==> src/rtl/core/swfc16_pkg.sv <==
// Package for the sync-write frame builder: item structs, register indexes,
// controller states, byte selects and the command/status bundles.
// No dependencies.
`default_nettype none
package swfc16_pkg;

	typedef struct packed {
		logic [7:0]  device_id;
		logic [31:0] data_word;
	} in_item_t;

	typedef struct packed {
		logic [7:0] frame_byte;
		logic       frame_end;
		logic       too_large;
	} out_item_t;

	localparam int CfgIdxW = 3;
	localparam int CfgDataW = 16;
	localparam int SlotW = 4;

	localparam logic [CfgIdxW-1:0] CFG_START_ADDRESS = 3'd0;
	localparam logic [CfgIdxW-1:0] CFG_DATA_LENGTH   = 3'd1;
	localparam logic [CfgIdxW-1:0] CFG_ENTRY_COUNT   = 3'd2;
	localparam logic [CfgIdxW-1:0] CFG_LENGTH_WORD   = 3'd3;
	localparam logic [CfgIdxW-1:0] CFG_BUFFER_LIMIT  = 3'd4;

	localparam logic [SlotW-1:0] HDR_LAST_SLOT = 4'd11;

	typedef enum logic [2:0] {
		ST_IDLE,
		ST_HDR,
		ST_ID,
		ST_DATA,
		ST_CRC_LO,
		ST_CRC_HI,
		ST_ERR,
		ST_DONE
	} ctl_state_t;

	typedef enum logic [2:0] {
		SEL_HDR,
		SEL_ID,
		SEL_DATA,
		SEL_CRC_LO,
		SEL_CRC_HI,
		SEL_ERR
	} byte_sel_t;

	typedef struct packed {
		logic             load;
		logic             emit;
		byte_sel_t        sel;
		logic [SlotW-1:0] slot;
		logic             step;
		logic             set_drop;
	} dp_cmd_t;

	typedef struct packed {
		logic       first;
		logic       last;
		logic       too_big;
		logic       dropping;
		logic       out_free;
		logic [2:0] dlen;
	} dp_status_t;

endpackage
`default_nettype wire

==> src/rtl/core/swfc16_datapath.sv <==
// Datapath: configuration registers, entry latch, frame state, CRC-16 and
// the output register. Depends on swfc16_pkg.
`default_nettype none
module swfc16_datapath (
	input  wire                          clk,
	input  wire                          arst_n,
	input  wire                          cfg_we,
	input  wire [swfc16_pkg::CfgIdxW-1:0]  cfg_index,
	input  wire [swfc16_pkg::CfgDataW-1:0] cfg_data,
	input  swfc16_pkg::in_item_t         in_item,
	input  swfc16_pkg::dp_cmd_t          cmd,
	output swfc16_pkg::dp_status_t       stat,
	output logic                         out_valid,
	input  wire                          out_stall,
	output swfc16_pkg::out_item_t        out_item
);
	import swfc16_pkg::*;

	logic [15:0] start_address_q;
	logic [2:0]  data_length_q;
	logic [7:0]  entry_count_q;
	logic [15:0] length_word_q;
	logic [15:0] buffer_limit_q;

	logic [7:0]  entry_index_q;
	logic [15:0] crc_q;
	logic        dropping_q;
	logic [7:0]  id_q;
	logic [31:0] word_q;

	logic        out_valid_q;
	out_item_t   out_q;

	logic [2:0]  dlen;
	logic [7:0]  count;
	logic [10:0] need;
	logic [7:0]  hdr_byte;
	logic [7:0]  data_byte;
	out_item_t   emit_item;
	logic        feed;

	function automatic logic [15:0] crc_next(input logic [15:0] c, input logic [7:0] b);
		logic [15:0] r;
		r = c ^ {b, 8'h00};
		for (int k = 0; k < 8; k++) begin
			r = r[15] ? ({r[14:0], 1'b0} ^ 16'h8005) : {r[14:0], 1'b0};
		end
		return r;
	endfunction

	assign dlen  = (data_length_q > 3'd4) ? 3'd4 : data_length_q;
	assign count = (entry_count_q == 8'd0) ? 8'd1 : entry_count_q;
	assign need  = 11'd14 + {3'b000, count} * ({8'h00, dlen} + 11'd1);

	assign stat.first    = (entry_index_q == 8'd0);
	assign stat.last     = ({1'b0, entry_index_q} + 9'd1) >= {1'b0, count};
	assign stat.too_big  = buffer_limit_q < {5'b00000, need};
	assign stat.dropping = dropping_q;
	assign stat.out_free = !out_valid_q || !out_stall;
	assign stat.dlen     = dlen;

	always_comb begin
		case (cmd.slot)
			4'd0:    hdr_byte = 8'hFF;
			4'd1:    hdr_byte = 8'hFF;
			4'd2:    hdr_byte = 8'hFD;
			4'd3:    hdr_byte = 8'h00;
			4'd4:    hdr_byte = 8'hFE;
			4'd5:    hdr_byte = length_word_q[7:0];
			4'd6:    hdr_byte = length_word_q[15:8];
			4'd7:    hdr_byte = 8'h83;
			4'd8:    hdr_byte = start_address_q[7:0];
			4'd9:    hdr_byte = start_address_q[15:8];
			4'd10:   hdr_byte = {5'b00000, dlen};
			default: hdr_byte = 8'h00;
		endcase
	end

	always_comb begin
		case (cmd.slot[1:0])
			2'd0:    data_byte = word_q[7:0];
			2'd1:    data_byte = word_q[15:8];
			2'd2:    data_byte = word_q[23:16];
			default: data_byte = word_q[31:24];
		endcase
	end

	always_comb begin
		emit_item = '0;
		feed = 1'b0;
		case (cmd.sel)
			SEL_HDR: begin
				emit_item.frame_byte = hdr_byte;
				feed = 1'b1;
			end
			SEL_ID: begin
				emit_item.frame_byte = id_q;
				feed = 1'b1;
			end
			SEL_DATA: begin
				emit_item.frame_byte = data_byte;
				feed = 1'b1;
			end
			SEL_CRC_LO: emit_item.frame_byte = crc_q[7:0];
			SEL_CRC_HI: begin
				emit_item.frame_byte = crc_q[15:8];
				emit_item.frame_end = 1'b1;
			end
			SEL_ERR: begin
				emit_item.frame_end = 1'b1;
				emit_item.too_large = 1'b1;
			end
			default: emit_item = '0;
		endcase
	end

	always_ff @(posedge clk or negedge arst_n) begin
		if (!arst_n) begin
			start_address_q <= 16'd0;
			data_length_q   <= 3'd4;
			entry_count_q   <= 8'd1;
			length_word_q   <= 16'd7;
			buffer_limit_q  <= 16'd256;
		end else if (cfg_we) begin
			case (cfg_index)
				CFG_START_ADDRESS: start_address_q <= cfg_data;
				CFG_DATA_LENGTH:   data_length_q   <= cfg_data[2:0];
				CFG_ENTRY_COUNT:   entry_count_q   <= cfg_data[7:0];
				CFG_LENGTH_WORD:   length_word_q   <= cfg_data;
				CFG_BUFFER_LIMIT:  buffer_limit_q  <= cfg_data;
				default: ;
			endcase
		end
	end

	always_ff @(posedge clk) begin
		if (cmd.load) begin
			id_q   <= in_item.device_id;
			word_q <= in_item.data_word;
		end
	end

	always_ff @(posedge clk or negedge arst_n) begin
		if (!arst_n) begin
			entry_index_q <= 8'd0;
			crc_q         <= 16'd0;
			dropping_q    <= 1'b0;
		end else begin
			if (cmd.load && stat.first) begin
				crc_q      <= 16'd0;
				dropping_q <= 1'b0;
			end else if (cmd.emit && feed) begin
				crc_q <= crc_next(crc_q, emit_item.frame_byte);
			end else if (cmd.step && stat.last) begin
				crc_q <= 16'd0;
			end
			if (cmd.set_drop) begin
				dropping_q <= 1'b1;
			end else if (cmd.step && stat.last) begin
				dropping_q <= 1'b0;
			end
			if (cmd.step) begin
				entry_index_q <= stat.last ? 8'd0 : entry_index_q + 8'd1;
			end
		end
	end

	always_ff @(posedge clk or negedge arst_n) begin
		if (!arst_n) begin
			out_valid_q <= 1'b0;
		end else if (cmd.emit) begin
			out_valid_q <= 1'b1;
		end else if (!out_stall) begin
			out_valid_q <= 1'b0;
		end
	end

	always_ff @(posedge clk) begin
		if (cmd.emit) begin
			out_q <= emit_item;
		end
	end

	assign out_valid = out_valid_q;
	assign out_item  = out_q;

	a_err_ends: assert property (@(posedge clk) disable iff (!arst_n)
		out_valid_q && out_q.too_large |-> out_q.frame_end && out_q.frame_byte == 8'h00)
		else $error("error item without frame end");
	a_last_clears: assert property (@(posedge clk) disable iff (!arst_n)
		cmd.step && stat.last |=> entry_index_q == 8'd0 && crc_q == 16'd0 && !dropping_q)
		else $error("frame state not cleared after last entry");
	a_index_inc: assert property (@(posedge clk) disable iff (!arst_n)
		cmd.step && !stat.last |=> entry_index_q == 8'($past(entry_index_q) + 8'd1))
		else $error("entry index did not advance");
	a_no_overwrite: assert property (@(posedge clk) disable iff (!arst_n)
		out_valid_q && out_stall |=> out_valid_q && $stable(out_q))
		else $error("stalled output item overwritten");

endmodule
`default_nettype wire

==> src/rtl/core/swfc16_ctrl.sv <==
// Controller FSM: accepts an entry and sequences header, id, data, CRC
// and error bytes into the datapath. Depends on swfc16_pkg.
`default_nettype none
module swfc16_ctrl (
	input  wire                    clk,
	input  wire                    arst_n,
	input  wire                    in_valid,
	output logic                   in_stall,
	input  swfc16_pkg::dp_status_t stat,
	output swfc16_pkg::dp_cmd_t    cmd
);
	import swfc16_pkg::*;

	ctl_state_t       state_q, state_d;
	logic [SlotW-1:0] slot_q, slot_d;
	logic             data_end;

	assign data_end = (slot_q + 4'd1) == {1'b0, stat.dlen};

	always_ff @(posedge clk or negedge arst_n) begin
		if (!arst_n) begin
			state_q <= ST_IDLE;
			slot_q  <= '0;
		end else begin
			state_q <= state_d;
			slot_q  <= slot_d;
		end
	end

	always_comb begin
		state_d      = state_q;
		slot_d       = slot_q;
		in_stall     = 1'b1;
		cmd          = '0;
		cmd.sel      = SEL_HDR;
		cmd.slot     = slot_q;
		case (state_q)
			ST_IDLE: begin
				in_stall = 1'b0;
				slot_d   = '0;
				if (in_valid) begin
					cmd.load = 1'b1;
					if (stat.first) begin
						state_d = stat.too_big ? ST_ERR : ST_HDR;
					end else begin
						state_d = stat.dropping ? ST_DONE : ST_ID;
					end
				end
			end
			ST_HDR: begin
				cmd.sel  = SEL_HDR;
				cmd.emit = stat.out_free;
				if (stat.out_free) begin
					if (slot_q == HDR_LAST_SLOT) begin
						slot_d  = '0;
						state_d = ST_ID;
					end else begin
						slot_d = slot_q + 4'd1;
					end
				end
			end
			ST_ID: begin
				cmd.sel  = SEL_ID;
				cmd.emit = stat.out_free;
				if (stat.out_free) begin
					slot_d = '0;
					if (stat.dlen != 3'd0) begin
						state_d = ST_DATA;
					end else begin
						state_d = stat.last ? ST_CRC_LO : ST_DONE;
					end
				end
			end
			ST_DATA: begin
				cmd.sel  = SEL_DATA;
				cmd.emit = stat.out_free;
				if (stat.out_free) begin
					if (data_end) begin
						slot_d  = '0;
						state_d = stat.last ? ST_CRC_LO : ST_DONE;
					end else begin
						slot_d = slot_q + 4'd1;
					end
				end
			end
			ST_CRC_LO: begin
				cmd.sel  = SEL_CRC_LO;
				cmd.emit = stat.out_free;
				if (stat.out_free) begin
					state_d = ST_CRC_HI;
				end
			end
			ST_CRC_HI: begin
				cmd.sel  = SEL_CRC_HI;
				cmd.emit = stat.out_free;
				if (stat.out_free) begin
					state_d = ST_DONE;
				end
			end
			ST_ERR: begin
				cmd.sel  = SEL_ERR;
				cmd.emit = stat.out_free;
				if (stat.out_free) begin
					cmd.set_drop = 1'b1;
					state_d      = ST_DONE;
				end
			end
			ST_DONE: begin
				cmd.step = 1'b1;
				state_d  = ST_IDLE;
			end
			default: state_d = ST_IDLE;
		endcase
	end

	a_load_idle: assert property (@(posedge clk) disable iff (!arst_n)
		cmd.load |=> state_q != ST_IDLE && state_q != ST_CRC_LO && state_q != ST_CRC_HI)
		else $error("entry load did not start a sequence");
	a_step_idle: assert property (@(posedge clk) disable iff (!arst_n)
		cmd.step |=> state_q == ST_IDLE)
		else $error("entry step not followed by idle");
	a_emit_free: assert property (@(posedge clk) disable iff (!arst_n)
		!stat.out_free |-> !cmd.emit ##1 $stable(slot_q))
		else $error("byte emitted into a full output register");

endmodule
`default_nettype wire

==> src/rtl/core/sync_write_frame_crc16_core.sv <==
// Top level of the sync-write frame builder with CRC-16 (0x8005, init 0).
// Instantiates swfc16_ctrl and swfc16_datapath; depends on swfc16_pkg.
//
//   channel | direction | handshake          | payload
//   in      | input     | in_valid/in_stall   | in_item (device_id, data_word)
//   out     | output    | out_valid/out_stall | out_item (frame_byte, frame_end, too_large)
//   cfg     | input     | cfg_we              | cfg_index, cfg_data
//
// Within a byte sequence, one output byte per cycle while out is not stalled; an entry
// is accepted, gives its id byte and data_length (capped at 4) data bytes, then steps,
// with the 12 header bytes first on the first entry and the 2 CRC bytes last on the
// last; an error entry gives one error item, a dropped entry none. The byte sequencer in
// swfc16_ctrl sets this order. arst_n clears the controller, frame state and output
// valid; config is reset too. A full stalled output holds the byte-emitting states.
`default_nettype none
module sync_write_frame_crc16_core (
	input  wire                            clk,
	input  wire                            arst_n,
	input  wire                            in_valid,
	output logic                           in_stall,
	input  swfc16_pkg::in_item_t           in_item,
	output logic                           out_valid,
	input  wire                            out_stall,
	output swfc16_pkg::out_item_t          out_item,
	input  wire                            cfg_we,
	input  wire [swfc16_pkg::CfgIdxW-1:0]  cfg_index,
	input  wire [swfc16_pkg::CfgDataW-1:0] cfg_data
);
	import swfc16_pkg::*;

	dp_cmd_t    cmd;
	dp_status_t stat;

	swfc16_ctrl u_ctrl (
		.clk      (clk),
		.arst_n   (arst_n),
		.in_valid (in_valid),
		.in_stall (in_stall),
		.stat     (stat),
		.cmd      (cmd)
	);

	swfc16_datapath u_datapath (
		.clk       (clk),
		.arst_n    (arst_n),
		.cfg_we    (cfg_we),
		.cfg_index (cfg_index),
		.cfg_data  (cfg_data),
		.in_item   (in_item),
		.cmd       (cmd),
		.stat      (stat),
		.out_valid (out_valid),
		.out_stall (out_stall),
		.out_item  (out_item)
	);

endmodule
`default_nettype wire
==> config.mk <==
export PLATFORM = sky130hd
export DESIGN_NAME = sync_write_frame_crc16_core
export DESIGN_NICKNAME = d
export VERILOG_FILES = /design/src/rtl/core/swfc16_pkg.sv /design/src/rtl/core/swfc16_datapath.sv /design/src/rtl/core/swfc16_ctrl.sv /design/src/rtl/core/sync_write_frame_crc16_core.sv
export SDC_FILE = /design/constraint.sdc
export NUM_CORES = 1
export LEC_CHECK = 0
export BUFFER_PORTS_ARGS = -buffer_cell sky130_fd_sc_hd__buf_2
export CORE_MARGIN = 2
export CORE_UTILIZATION = 60
export CTS_CLUSTER_SIZE = 24
export DETAILED_ROUTE_END_ITERATION = 8
export GPL_TIMING_DRIVEN = 0
export PLACE_DENSITY = 0.82
export SYNTH_ARGS = -nofsm -noshare
export SYNTH_HDL_FRONTEND = slang
export SYNTH_HIERARCHICAL = 1
export SYNTH_SLANG_ARGS = --single-unit
==> constraint.sdc <==
create_clock -name clk -period 7.21 [get_ports clk]
set_clock_uncertainty 0.05 [all_clocks]
set_input_delay 1.0815 -clock clk [delete_from_list [all_inputs] [get_ports clk]]
set_output_delay 1.0815 -clock clk [all_outputs]
set_load 0.01 [all_outputs]
* Word-level counts from Yosys, hierarchy flattened
Index checks and enable logic that the tools add are counted.
Word-level totals: bits in registers 142, latch bits 0, memory bits (writable) 0, ROM bits 0, input bits 64, output and inout bits 12, logic and storage cells 152, memories kept 0
Operators by class: add/sub/neg operators 5, multiply operators 1, divide/modulo/power cells 0, $lt $le $gt $ge 3, equality and inequality tests 38, shift-type cells 0, mux-type cells 52, bitwise logic cells 9, reductions and logical operators 28
Operators with widths (number):
- two-way mux 16 bit | 11
- one-hot mux 8 bit (9 select lines) | 1
- one-hot mux 8 bit (5 select lines) | 1
- two-way mux 3 bit | 13
- NOT 3 bit | 8
- one-hot mux 4 bit (6 select lines) | 1
- one-hot mux 8 bit (3 select lines) | 1
- equality test 3 bit, second input constant | 7
- one-hot mux 3 bit (7 select lines) | 1
- two-way mux 4 bit | 5
- equality test 3 x 2 -> 1 bit, second input constant | 6
- equality test 4 x 3 -> 1 bit, second input constant | 4
- equality test 4 bit, second input constant | 4
- logical NOT 8 bit | 2
- less-than comparator 16 x 11 -> 1 bit | 1
- two-way mux 8 bit | 2
- inequality test 2 x 1 -> 1 bit, second input constant | 8
- one-hot mux 4 bit (4 select lines) | 1
- XOR 16 bit | 1
- two-way mux 1 bit | 14
- adder 4 x 11 -> 11 bit, first input constant | 1
- multiplier 8 x 11 -> 11 bit | 1
- AND reduction 2 bit | 5
- adder 8 x 1 -> 9 bit, second input constant | 1
- other kinds (25) | 36

* Depth between registers and ports, before layout
Gate-level depths: netlist (run 1).
depth in word-level cells 24, gate-level depth with buffers 26, depth with buffers taken out 26

* Cells and area by module
Netlist (run 1), hierarchy kept.
Modules (own cells, without submodules):
- swfc16_datapath | instances 1, cells each 612, area each 7500.9 um^2, seq. area each 3636.0 um^2
- swfc16_ctrl | instances 1, cells each 83, area each 639.4 um^2, seq. area each 175.2 um^2

* Worst setup path before layout (run 1)
Ideal clock, no wire load.
kind flip-flop to flip-flop, from reg u_datapath.data_length_q[2], to reg u_ctrl.state_q[2], setup time 0.066 ns, data arrival time 4.873 ns, slack 2.220 ns, stages on the path, launching flop included 23, period minus slack after synthesis 4.990 ns, path through dfstp_2 -> clkbuf_1 -> a21o_1 -> nand2_1 -> ha_1 -> fa_1 -> fa_1 -> inv_1 -> ha_1 -> a21o_1 -> a21oi_1 -> o21ai_0 -> a21oi_1 -> xnor2_1 -> ha_1 -> and3_1 -> a221oi_1 -> nand2_1 -> a31oi_1 -> mux2_2 -> o22ai_1 -> a31oi_1 -> a22o_1
RTL lines:
- start, declared | RTL line swfc16_datapath.sv:20 | logic [2:0] data_length_q;
- start signal, assigned | RTL line swfc16_datapath.sv:127 | CFG_DATA_LENGTH: data_length_q <= cfg_data[2:0];
- end signal, assigned | RTL line swfc16_ctrl.sv:25 | state_q <= state_d;
- end, declared | RTL line swfc16_ctrl.sv:14 | ctl_state_t state_q, state_d;

==> impl_metrics.tcl, run 1 <==
set metrics [dict create \
    grt_setup_unrepaired "false" \
    status "completed" \
    global_route.overflow_total 0 \
    core-area_um2 13240 \
    antennaDiodeCount 0 \
    syn-cell-area_um2 8140 \
    drt-vias-per-instance 6.076 \
    hold_depth 1 \
    synth-edff-count 50 \
    worst_pin_slew_ps 1324 \
    post_synth_most_frequent_cells "sky130_fd_sc_hd__dfrtp_1, sky130_fd_sc_hd__nand2_1, sky130_fd_sc_hd__mux2_2, sky130_fd_sc_hd__edfxtp_1, sky130_fd_sc_hd__ha_1" \
    synthCells 695 \
    post_cts_resized 0 \
    grt_max_degree 68 \
    cap_violations 0 \
    total_power_divided_by_cell_area_nw_per_um2 518.5 \
    clk_transition_reported_paths_ps 60 \
    dominantRegCellSynth "sky130_fd_sc_hd__dfrtp_1" \
    routabilityCongestion 0.9055 \
    wire_per_inst_um 19.54 \
    finalMaxSlewViolations 0 \
    yosysWarningCount 6 \
    grt_first_pass_wirelength_mm 30.95 \
    antenna_violating_nets_post_route 0 \
    tritoncts.num_buffers 17 \
    max-clock-path-buffers 2 \
    finalWorstPathRequiredPeriod_ps 5870 \
    floorplan.io_pins 76 \
    floorplan.die.width_um 120.5 \
    crit_path_max_fanout 10 \
    crit_type "register to register" \
    floorplan_die_area_um2 14520 \
    fmax_mhz 170.4 \
    min_period_over_period_pct 81.41 \
    synthDominantAreaCellType "sky130_fd_sc_hd__dfrtp_1" \
    avgSynthCellArea_um2 11.71 \
    groute.usage.overall_pct 28.00 \
    ys_ff_latch 142 \
    die_y_um 120.5 \
    synth_async_sr_flop_share_pct 64.79 \
    detail_route.drc_violations 0 \
    drt_iter0_drc 640 \
    tritoncts "done" \
    critical_path.reg2reg.startpoint "u_datapath/data_length_q[2]$_DFFE_PN1P_" \
    drive_gt1_share_pct 25.71 \
    worst_path_required_time_ps 7520 \
    totalWireLength_mm 19.24 \
    worst-r2r-cell-count 22 \
    fin_nets 914 \
    clk_sinks 142 \
    min_to "u_datapath/length_word_q[4]$_DFFE_PN0P_" \
    max-slew-margin-rel_pct 11.04 \
    first_global_vias 5967 \
    insertion_delay_ps 420 \
    cts-root-buf "sky130_fd_sc_hd__clkbuf_16" \
    worstSetupEndpointType "register" \
    path_category_of_the_worst_min_delay_check "register to register" \
    synthDistinctLibCells 78 \
    start_kind "register" \
    fillCellCount 921 \
    min-delay-start "u_datapath/length_word_q[4]$_DFFE_PN0P_" \
    final.setup.tns_ps 0 \
    max-vdd-ir-drop_uv 405.1 \
    htreeDepth 4 \
    synth-seq-area-share_pct 46.82 \
    route.vias.total 5985 \
    finalSetupViolCount 0 \
    p_total_mw 4.870 \
    grt_antenna_before_repair 0 \
    hold_viol 0 \
    place.detailed.hpwl_mm 13.85 \
    most_common_cell_in_the_netlist "sky130_fd_sc_hd__dfrtp_1" \
    cp_data_arrival_time_ps 6180 \
    total_leakage_power_nw 4.159 \
    ff2ff_setup_slack_ps 1340 \
    io_port_bufs 75 \
    drtPass1Iterations 7 \
    post-cts-setup-buffers 0 \
    fraction_of_post_synthesis_cell_area_in_the_top_cell_type_by_area_pct 26.44 \
    floorplan.initialDensity_pct 61.47 \
    synth_top_cells_by_area "sky130_fd_sc_hd__dfrtp_1, sky130_fd_sc_hd__edfxtp_1, sky130_fd_sc_hd__mux2_2" \
    worstReg2RegEnd "u_ctrl/state_q[2]$_DFFE_PN0P_" \
    syn_to_final_growth_pct 15.39 \
    post_cts_hold_buffer_count 0 \
    row_count 42 \
]
==> how the worst max path moves through the flow <==
stage | startpoint | end | slack [ps] | depth (start not counted)
4_1_cts | u_datapath/data_length_q[2]$_DFFE_PN1P_ | u_ctrl/state_q[2]$_DFFE_PN0P_ | 1400 | 23
3_3_place_gp | u_datapath/data_length_q[2]$_DFFE_PN1P_ | u_ctrl/state_q[2]$_DFFE_PN0P_ | 1550 | 22
2_1_floorplan | u_datapath/data_length_q[2]$_DFFE_PN1P_ | u_ctrl/state_q[2]$_DFFE_PN0P_ | 2220 | 22
6_report | u_datapath/data_length_q[2]$_DFFE_PN1P_ | u_ctrl/state_q[2]$_DFFE_PN0P_ | 1340 | 22
5_1_grt | u_datapath/data_length_q[2]$_DFFE_PN1P_ | u_ctrl/state_q[2]$_DFFE_PN0P_ | 1050 | 23
3_5_place_dp | u_datapath/data_length_q[2]$_DFFE_PN1P_ | u_ctrl/state_q[2]$_DFFE_PN0P_ | 1450 | 22
==> critical path, cell delays in order, from the launching register on <==
cell,delay [ps]
sky130_fd_sc_hd__dfstp_2,560
sky130_fd_sc_hd__clkbuf_1,350
sky130_fd_sc_hd__a21o_1,180
sky130_fd_sc_hd__nand2_1,70
sky130_fd_sc_hd__ha_1,300
sky130_fd_sc_hd__fa_1,430
sky130_fd_sc_hd__fa_1,630
sky130_fd_sc_hd__inv_1,60
sky130_fd_sc_hd__ha_1,290
sky130_fd_sc_hd__a21o_1,170
sky130_fd_sc_hd__a21oi_1,220
sky130_fd_sc_hd__o21ai_0,110
sky130_fd_sc_hd__a21oi_1,240
sky130_fd_sc_hd__xnor2_1,160
sky130_fd_sc_hd__ha_1,260
sky130_fd_sc_hd__and3_1,180
sky130_fd_sc_hd__a221oi_1,290
sky130_fd_sc_hd__nand2_1,80
sky130_fd_sc_hd__a31oi_1,500
sky130_fd_sc_hd__mux2_2,270
sky130_fd_sc_hd__o22ai_1,80
sky130_fd_sc_hd__a31oi_1,160
sky130_fd_sc_hd__a22o_1,140
==> cell type report <==
class	count	area (um2)	area share, %
timing repair buffer	77	432.9	4.609
multi-input combinational	491	4026	42.87
buffer	28	175.2	1.865
tap	176	220.2	2.344
clock inverter	14	151.4	1.612
inverter	39	146.4	1.559
sequential	142	3811	40.58
clock buffer	18	429.2	4.569
==> placed cells by master (no fill, tap or decap), types with 6 or more instances in the layout <==
cell type and n:
sky130_fd_sc_hd__a21o_1 13, sky130_fd_sc_hd__a21oi_1 27, sky130_fd_sc_hd__a22o_1 18, sky130_fd_sc_hd__a22oi_1 7, sky130_fd_sc_hd__and3_1 6, sky130_fd_sc_hd__buf_2 79, sky130_fd_sc_hd__buf_6 8, sky130_fd_sc_hd__clkbuf_1 15
sky130_fd_sc_hd__clkbuf_16 17, sky130_fd_sc_hd__conb_1 7, sky130_fd_sc_hd__dfrtp_1 86, sky130_fd_sc_hd__dfstp_2 6, sky130_fd_sc_hd__edfxtp_1 50, sky130_fd_sc_hd__fa_1 13, sky130_fd_sc_hd__ha_1 41, sky130_fd_sc_hd__inv_1 38
sky130_fd_sc_hd__mux2_2 52, sky130_fd_sc_hd__mux4_2 8, sky130_fd_sc_hd__nand2_1 53, sky130_fd_sc_hd__nand2b_1 14, sky130_fd_sc_hd__nand3_1 11, sky130_fd_sc_hd__nor2_1 32, sky130_fd_sc_hd__nor2b_1 15, sky130_fd_sc_hd__nor3_1 8
sky130_fd_sc_hd__o21ai_0 29, sky130_fd_sc_hd__xnor2_1 15, sky130_fd_sc_hd__xor2_1 17
==> metal layers <==
layer / vias to the layer above / part of all wire (%) / GRT usage [%]
li1: 2732 / - / -
met1: 2948 / 43 / 38.19
met2: 270 / 48 / 43.54
met3: 35 / 7.3 / 7.264
met4: 0 / 2.0 / 10.32
met5: - / 0 / 0
==> per-stage QoR <==
| stage | cell area [um2] | std cells | setup slack (ps) | util (%) | hold slack [ps] |
|---|---|---|---|---|---|
| 6_report | 9393 | 985 | 1340 | 70.93 | 460.6 |
| 5_1_grt | 9393 | 985 | 1050 | 70.93 | 481.0 |
| 4_1_cts | 9393 | 985 | 1397 | 70.93 | 463.2 |
| 3_5_place_dp | 8812 | 953 | 1452 | 66.54 | 441.2 |
| 3_3_place_gp | 8755 | 951 | 1553 | 66.11 | 434.8 |
| 2_1_floorplan | 8159 | 700 | 2220 | - | 421.2 |
==> cell families (layout without fill, tap and decap cells) <==
kind of cell    count (synthesis)  count (layout)  share of synthesized area, %
simple gates                  169             169                         10.56
compound gates                155             155                         13.48
flops                         142             142                         46.82
buf+inv                        67             176                         3.950
mux                            65              65                         10.04
fa+ha+maj                      54              54                         9.499
xor+xnor                       41              41                         5.564
other cells                     2               7                       0.09226
==> report_power, final <==
part	internal, mW	switching (mW)
clock network	0.487	0.367
logic	1.34	1.45
registers	1.07	0.149
total	2.90	1.97
==> flip-flops by register name, summed over array words and instances, names as in the netlist, 4 cells and up <==
register and cells:
u_datapath/id_q 8, u_datapath/entry_count_q 8, u_datapath/length_word_q 16, u_datapath/buffer_limit_q 16, u_datapath/out_item 10, u_datapath/start_address_q 16, u_datapath/entry_index_q 8, u_datapath/word_q 32
u_ctrl/slot_q 4, u_datapath/crc_q 16
Note: power is estimated with default switching activity, not from simulation.
==> inputs of run 2 (changes only) <==
ABC_AREA = 1   (was default)
CORE_UTILIZATION = 54   (was 60)
PLACE_DENSITY = 0.78   (was 0.82)
clock period = 5.4 ns   (was 7.21 ns; I/O delays follow)
==> impl_metrics.tcl, run 2 <==
set metrics [dict create \
    status "completed" \
    cp_data_arrival_time_ps 5450 \
    floorplan.initialDensity_pct 55.83 \
    row_count 44 \
    finalMaxSlewViolations 0 \
    max-vdd-ir-drop_uv 494.5 \
    synth_compound_gate_area_share_pct 10.65 \
    largest-register "u_datapath/word_q" \
    switching_share_pct 46.43 \
    synth_xor_xnor_area_share_pct 1.928 \
    ff2ff_setup_slack_ps 210 \
    synthDistinctLibCells 43 \
    critical-path-slowest-cell "sky130_fd_sc_hd__fa_1" \
    synthSimpleGateAreaFrac_pct 24.23 \
    fmax_mhz 192.7 \
    routabilityCongestion 0.9337 \
    tritoncts "done" \
    worst_pin_slew_ps 1020 \
    die_y_um 127.0 \
    most_common_cell_in_the_netlist "sky130_fd_sc_hd__nand2_1" \
    layout_commonest_cell "sky130_fd_sc_hd__nand2_1" \
    post_synth_mux_area_share_pct 0 \
    ys_ff_latch 142 \
    critical-path-max-stage-delay_ps 580 \
    drtPass1Iterations 6 \
    clock_power_share_pct 18.2 \
    syn_to_final_growth_pct 18.41 \
    cts-root-buf "sky130_fd_sc_hd__clkbuf_16" \
    crit_type "register to register" \
    floorplan_die_area_um2 16140 \
    final.setup.tns_ps 0 \
    combinationalPowerShare_pct 56.7 \
    yosysWarningCount 6 \
    global_route.overflow_total 0 \
    synth_top_family_by_area "simple AND/OR/NAND/NOR gates" \
    synth_async_sr_flop_share_pct 64.79 \
    antennaDiodeCount 0 \
    tritoncts.num_buffers 17 \
    finalSetupViolCount 0 \
    synth-seq-area-share_pct 46.62 \
    adder_and_majority_gate_portion_of_the_synthesized_area_pct 9.458 \
    syn-cell-area_um2 8175 \
    first_global_vias 6806 \
    cap_violations 0 \
    max-clock-path-buffers 2 \
    cell_internal_pwr_mw 3.426 \
    wire_per_inst_um 16.22 \
    clk_transition_reported_paths_ps 60 \
    floorplan.die.width_um 127.0 \
    layout_common_cells "sky130_fd_sc_hd__nand2_1, sky130_fd_sc_hd__inv_1, sky130_fd_sc_hd__dfrtp_1" \
    start_kind "register" \
    critical_path.reg2reg.startpoint "u_datapath/data_length_q[1]$_DFFE_PN0P_" \
    antenna_violating_nets_post_route 0 \
    hold_viol 0 \
    drt-vias-per-instance 5.635 \
    place.detailed.hpwl_mm 14.46 \
    worst-r2r-cell-count 31 \
    total_leakage_power_nw 4.636 \
    synthCells 951 \
    power.switching_mw 2.969 \
    core-area_um2 14640 \
    insertion_delay_ps 430 \
    grt_max_degree 48 \
    seq_power_share_pct 25.1 \
    max-slew-margin-rel_pct 31.76 \
    clk_sinks 142 \
    min_period_over_period_pct 96.12 \
    drive_gt1_share_pct 21.04 \
    dominantRegCellSynth "sky130_fd_sc_hd__dfrtp_1" \
    avgSynthCellArea_um2 8.597 \
    p_total_mw 6.395 \
    detail_route.drc_violations 0 \
    crit_path_max_fanout 5 \
    route.vias.total 7089 \
    totalWireLength_mm 20.41 \
    drt_iter0_drc 598 \
    post_synth_most_frequent_cells "sky130_fd_sc_hd__nand2_1, sky130_fd_sc_hd__inv_1, sky130_fd_sc_hd__dfrtp_1, sky130_fd_sc_hd__o21ai_0, sky130_fd_sc_hd__nand3_1" \
    grt_antenna_before_repair 0 \
    groute.usage.overall_pct 26.07 \
    synth-edff-count 50 \
    io_port_bufs 75 \
    worstSetupEndpointType "register" \
    grt_first_pass_wirelength_mm 33.09 \
    post_cts_hold_buffer_count 0 \
    fillCellCount 1117 \
    htreeDepth 4 \
    worst_path_required_time_ps 5650 \
    total_power_divided_by_cell_area_nw_per_um2 660.6 \
    fin_nets 1179 \
    worstReg2RegEnd "u_ctrl/state_q[0]$_DFFE_PN0P_" \
    path_category_of_the_worst_min_delay_check "primary input to asynchronous set/reset pin" \
    finalWorstPathRequiredPeriod_ps 5190 \
    floorplan.io_pins 76 \
    largest_register_ff_count 32 \
    synth_top_cells_by_area "sky130_fd_sc_hd__dfrtp_1, sky130_fd_sc_hd__edfxtp_1, sky130_fd_sc_hd__nand2_1" \
    fraction_of_post_synthesis_cell_area_in_the_top_cell_type_by_area_pct 26.32 \
    synthDominantAreaCellType "sky130_fd_sc_hd__dfrtp_1" \
]
run 2: cell count changes after synthesis, moves of 17 or more:
| cell | before | now |
|---|---|---|
| sky130_fd_sc_hd__nand3_1 | 11 | 73 |
| sky130_fd_sc_hd__nand2_1 | 53 | 236 |
| sky130_fd_sc_hd__inv_1 | 38 | 115 |
| sky130_fd_sc_hd__o21ai_0 | 29 | 86 |
| sky130_fd_sc_hd__nand2_2 | 0 | 24 |
| sky130_fd_sc_hd__mux2_2 | 52 | 0 |
| sky130_fd_sc_hd__a22o_1 | 18 | 1 |
| sky130_fd_sc_hd__nor2_1 | 32 | 53 |
run 2: power by group through the flow:
stage                     clock network, mW  registers (mW)  logic (mW)
after floorplan                           0            1.61        2.54
final                                  1.16            1.61        3.63
after global placement                    0            1.61        3.19
after global routing                   1.23            1.63        4.05
after CTS                              1.17            1.60        3.34
after detailed placement                  0            1.62        3.31
run 2: worst max path at each step:
| stage | slack [ps] | startpoint | to |
|---|---|---|---|
| 5_1_grt | -110 | u_datapath/data_length_q[1]$_DFFE_PN0P_ | u_ctrl/state_q[0]$_DFFE_PN0P_ |
| 3_3_place_gp | -250 | u_datapath/data_length_q[2]$_DFFE_PN1P_ | u_ctrl/state_q[0]$_DFFE_PN0P_ |
| 3_5_place_dp | -260 | u_datapath/data_length_q[2]$_DFFE_PN1P_ | u_ctrl/state_q[0]$_DFFE_PN0P_ |
| 2_1_floorplan | 510 | u_datapath/data_length_q[2]$_DFFE_PN1P_ | u_ctrl/state_q[0]$_DFFE_PN0P_ |
| 4_1_cts | 20 | u_datapath/data_length_q[2]$_DFFE_PN1P_ | u_ctrl/state_q[0]$_DFFE_PN0P_ |
| 6_report | 210 | u_datapath/data_length_q[1]$_DFFE_PN0P_ | u_ctrl/state_q[0]$_DFFE_PN0P_ |
run 2: logic make-up after synthesis:
kind of cell             count (synthesis)
XOR/XNOR                                18
AND/OR/NAND/NOR                        436
buffers and inverters                  146
adder cells (fa/ha/maj)                 54
flip-flops                             142
other                                    2
AO/OA/AOI/OAI                          153
run 2: cell type report:
class                           count  area, um2  area share (%)
Buffer                             19      97.59           1.008
Clock buffer                       20      469.2           4.847
Clock inverter                     12      120.1           1.241
Inverter                          127      484.2           5.002
Multi-Input combinational cell    668       3975           41.06
Sequential cell                   142       3811           39.37
Tap cell                          184      230.2           2.378
Timing Repair Buffer               86      493.0           5.092
run 2: through the flow:
| stage | instances | setup slack (ps) | utilization, % | hold slack (ps) | instance area (um2) |
|---|---|---|---|---|---|
| finish | 1258 | 209.7 | 66.11 | 350.3 | 9681 |
| global route | 1258 | -108.8 | 66.11 | 407.5 | 9681 |
| CTS | 1250 | 16.02 | 64.63 | 378.0 | 9464 |
| detailed placement | 1217 | -258.9 | 60.48 | 423.5 | 8857 |
| global placement | 1215 | -249.2 | 60.09 | 417.4 | 8800 |
| floorplan | 956 | 509.3 | - | 399.1 | 8194 |
run 2: timing repair:
action	in CTS	in global routing
resized for setup	5	37
gates cloned	0	0
pin swaps	0	21
setup buffers	1	8
endpoints found under the setup margin	3	3
run 2: critical path: cells and delay by family (launching register included):
kind / cells / cell delay [ps]
buffers and inverters: 5 / 290
AO/OA/AOI/OAI: 9 / 1370
XOR/XNOR: 1 / 160
flip-flops: 1 / 370
adder cells (fa/ha/maj): 5 / 1840
AND/OR/NAND/NOR: 11 / 980
run 2: routing by layer:
layer  global-route usage, %  up-vias  share of wire, %
met1                   35.69     3361                43
met2                   41.84      305                48
met4                   8.985        0               2.8
met5                       0        -                 0
met3                   5.402       47               6.6
li1                        -     3376                 -
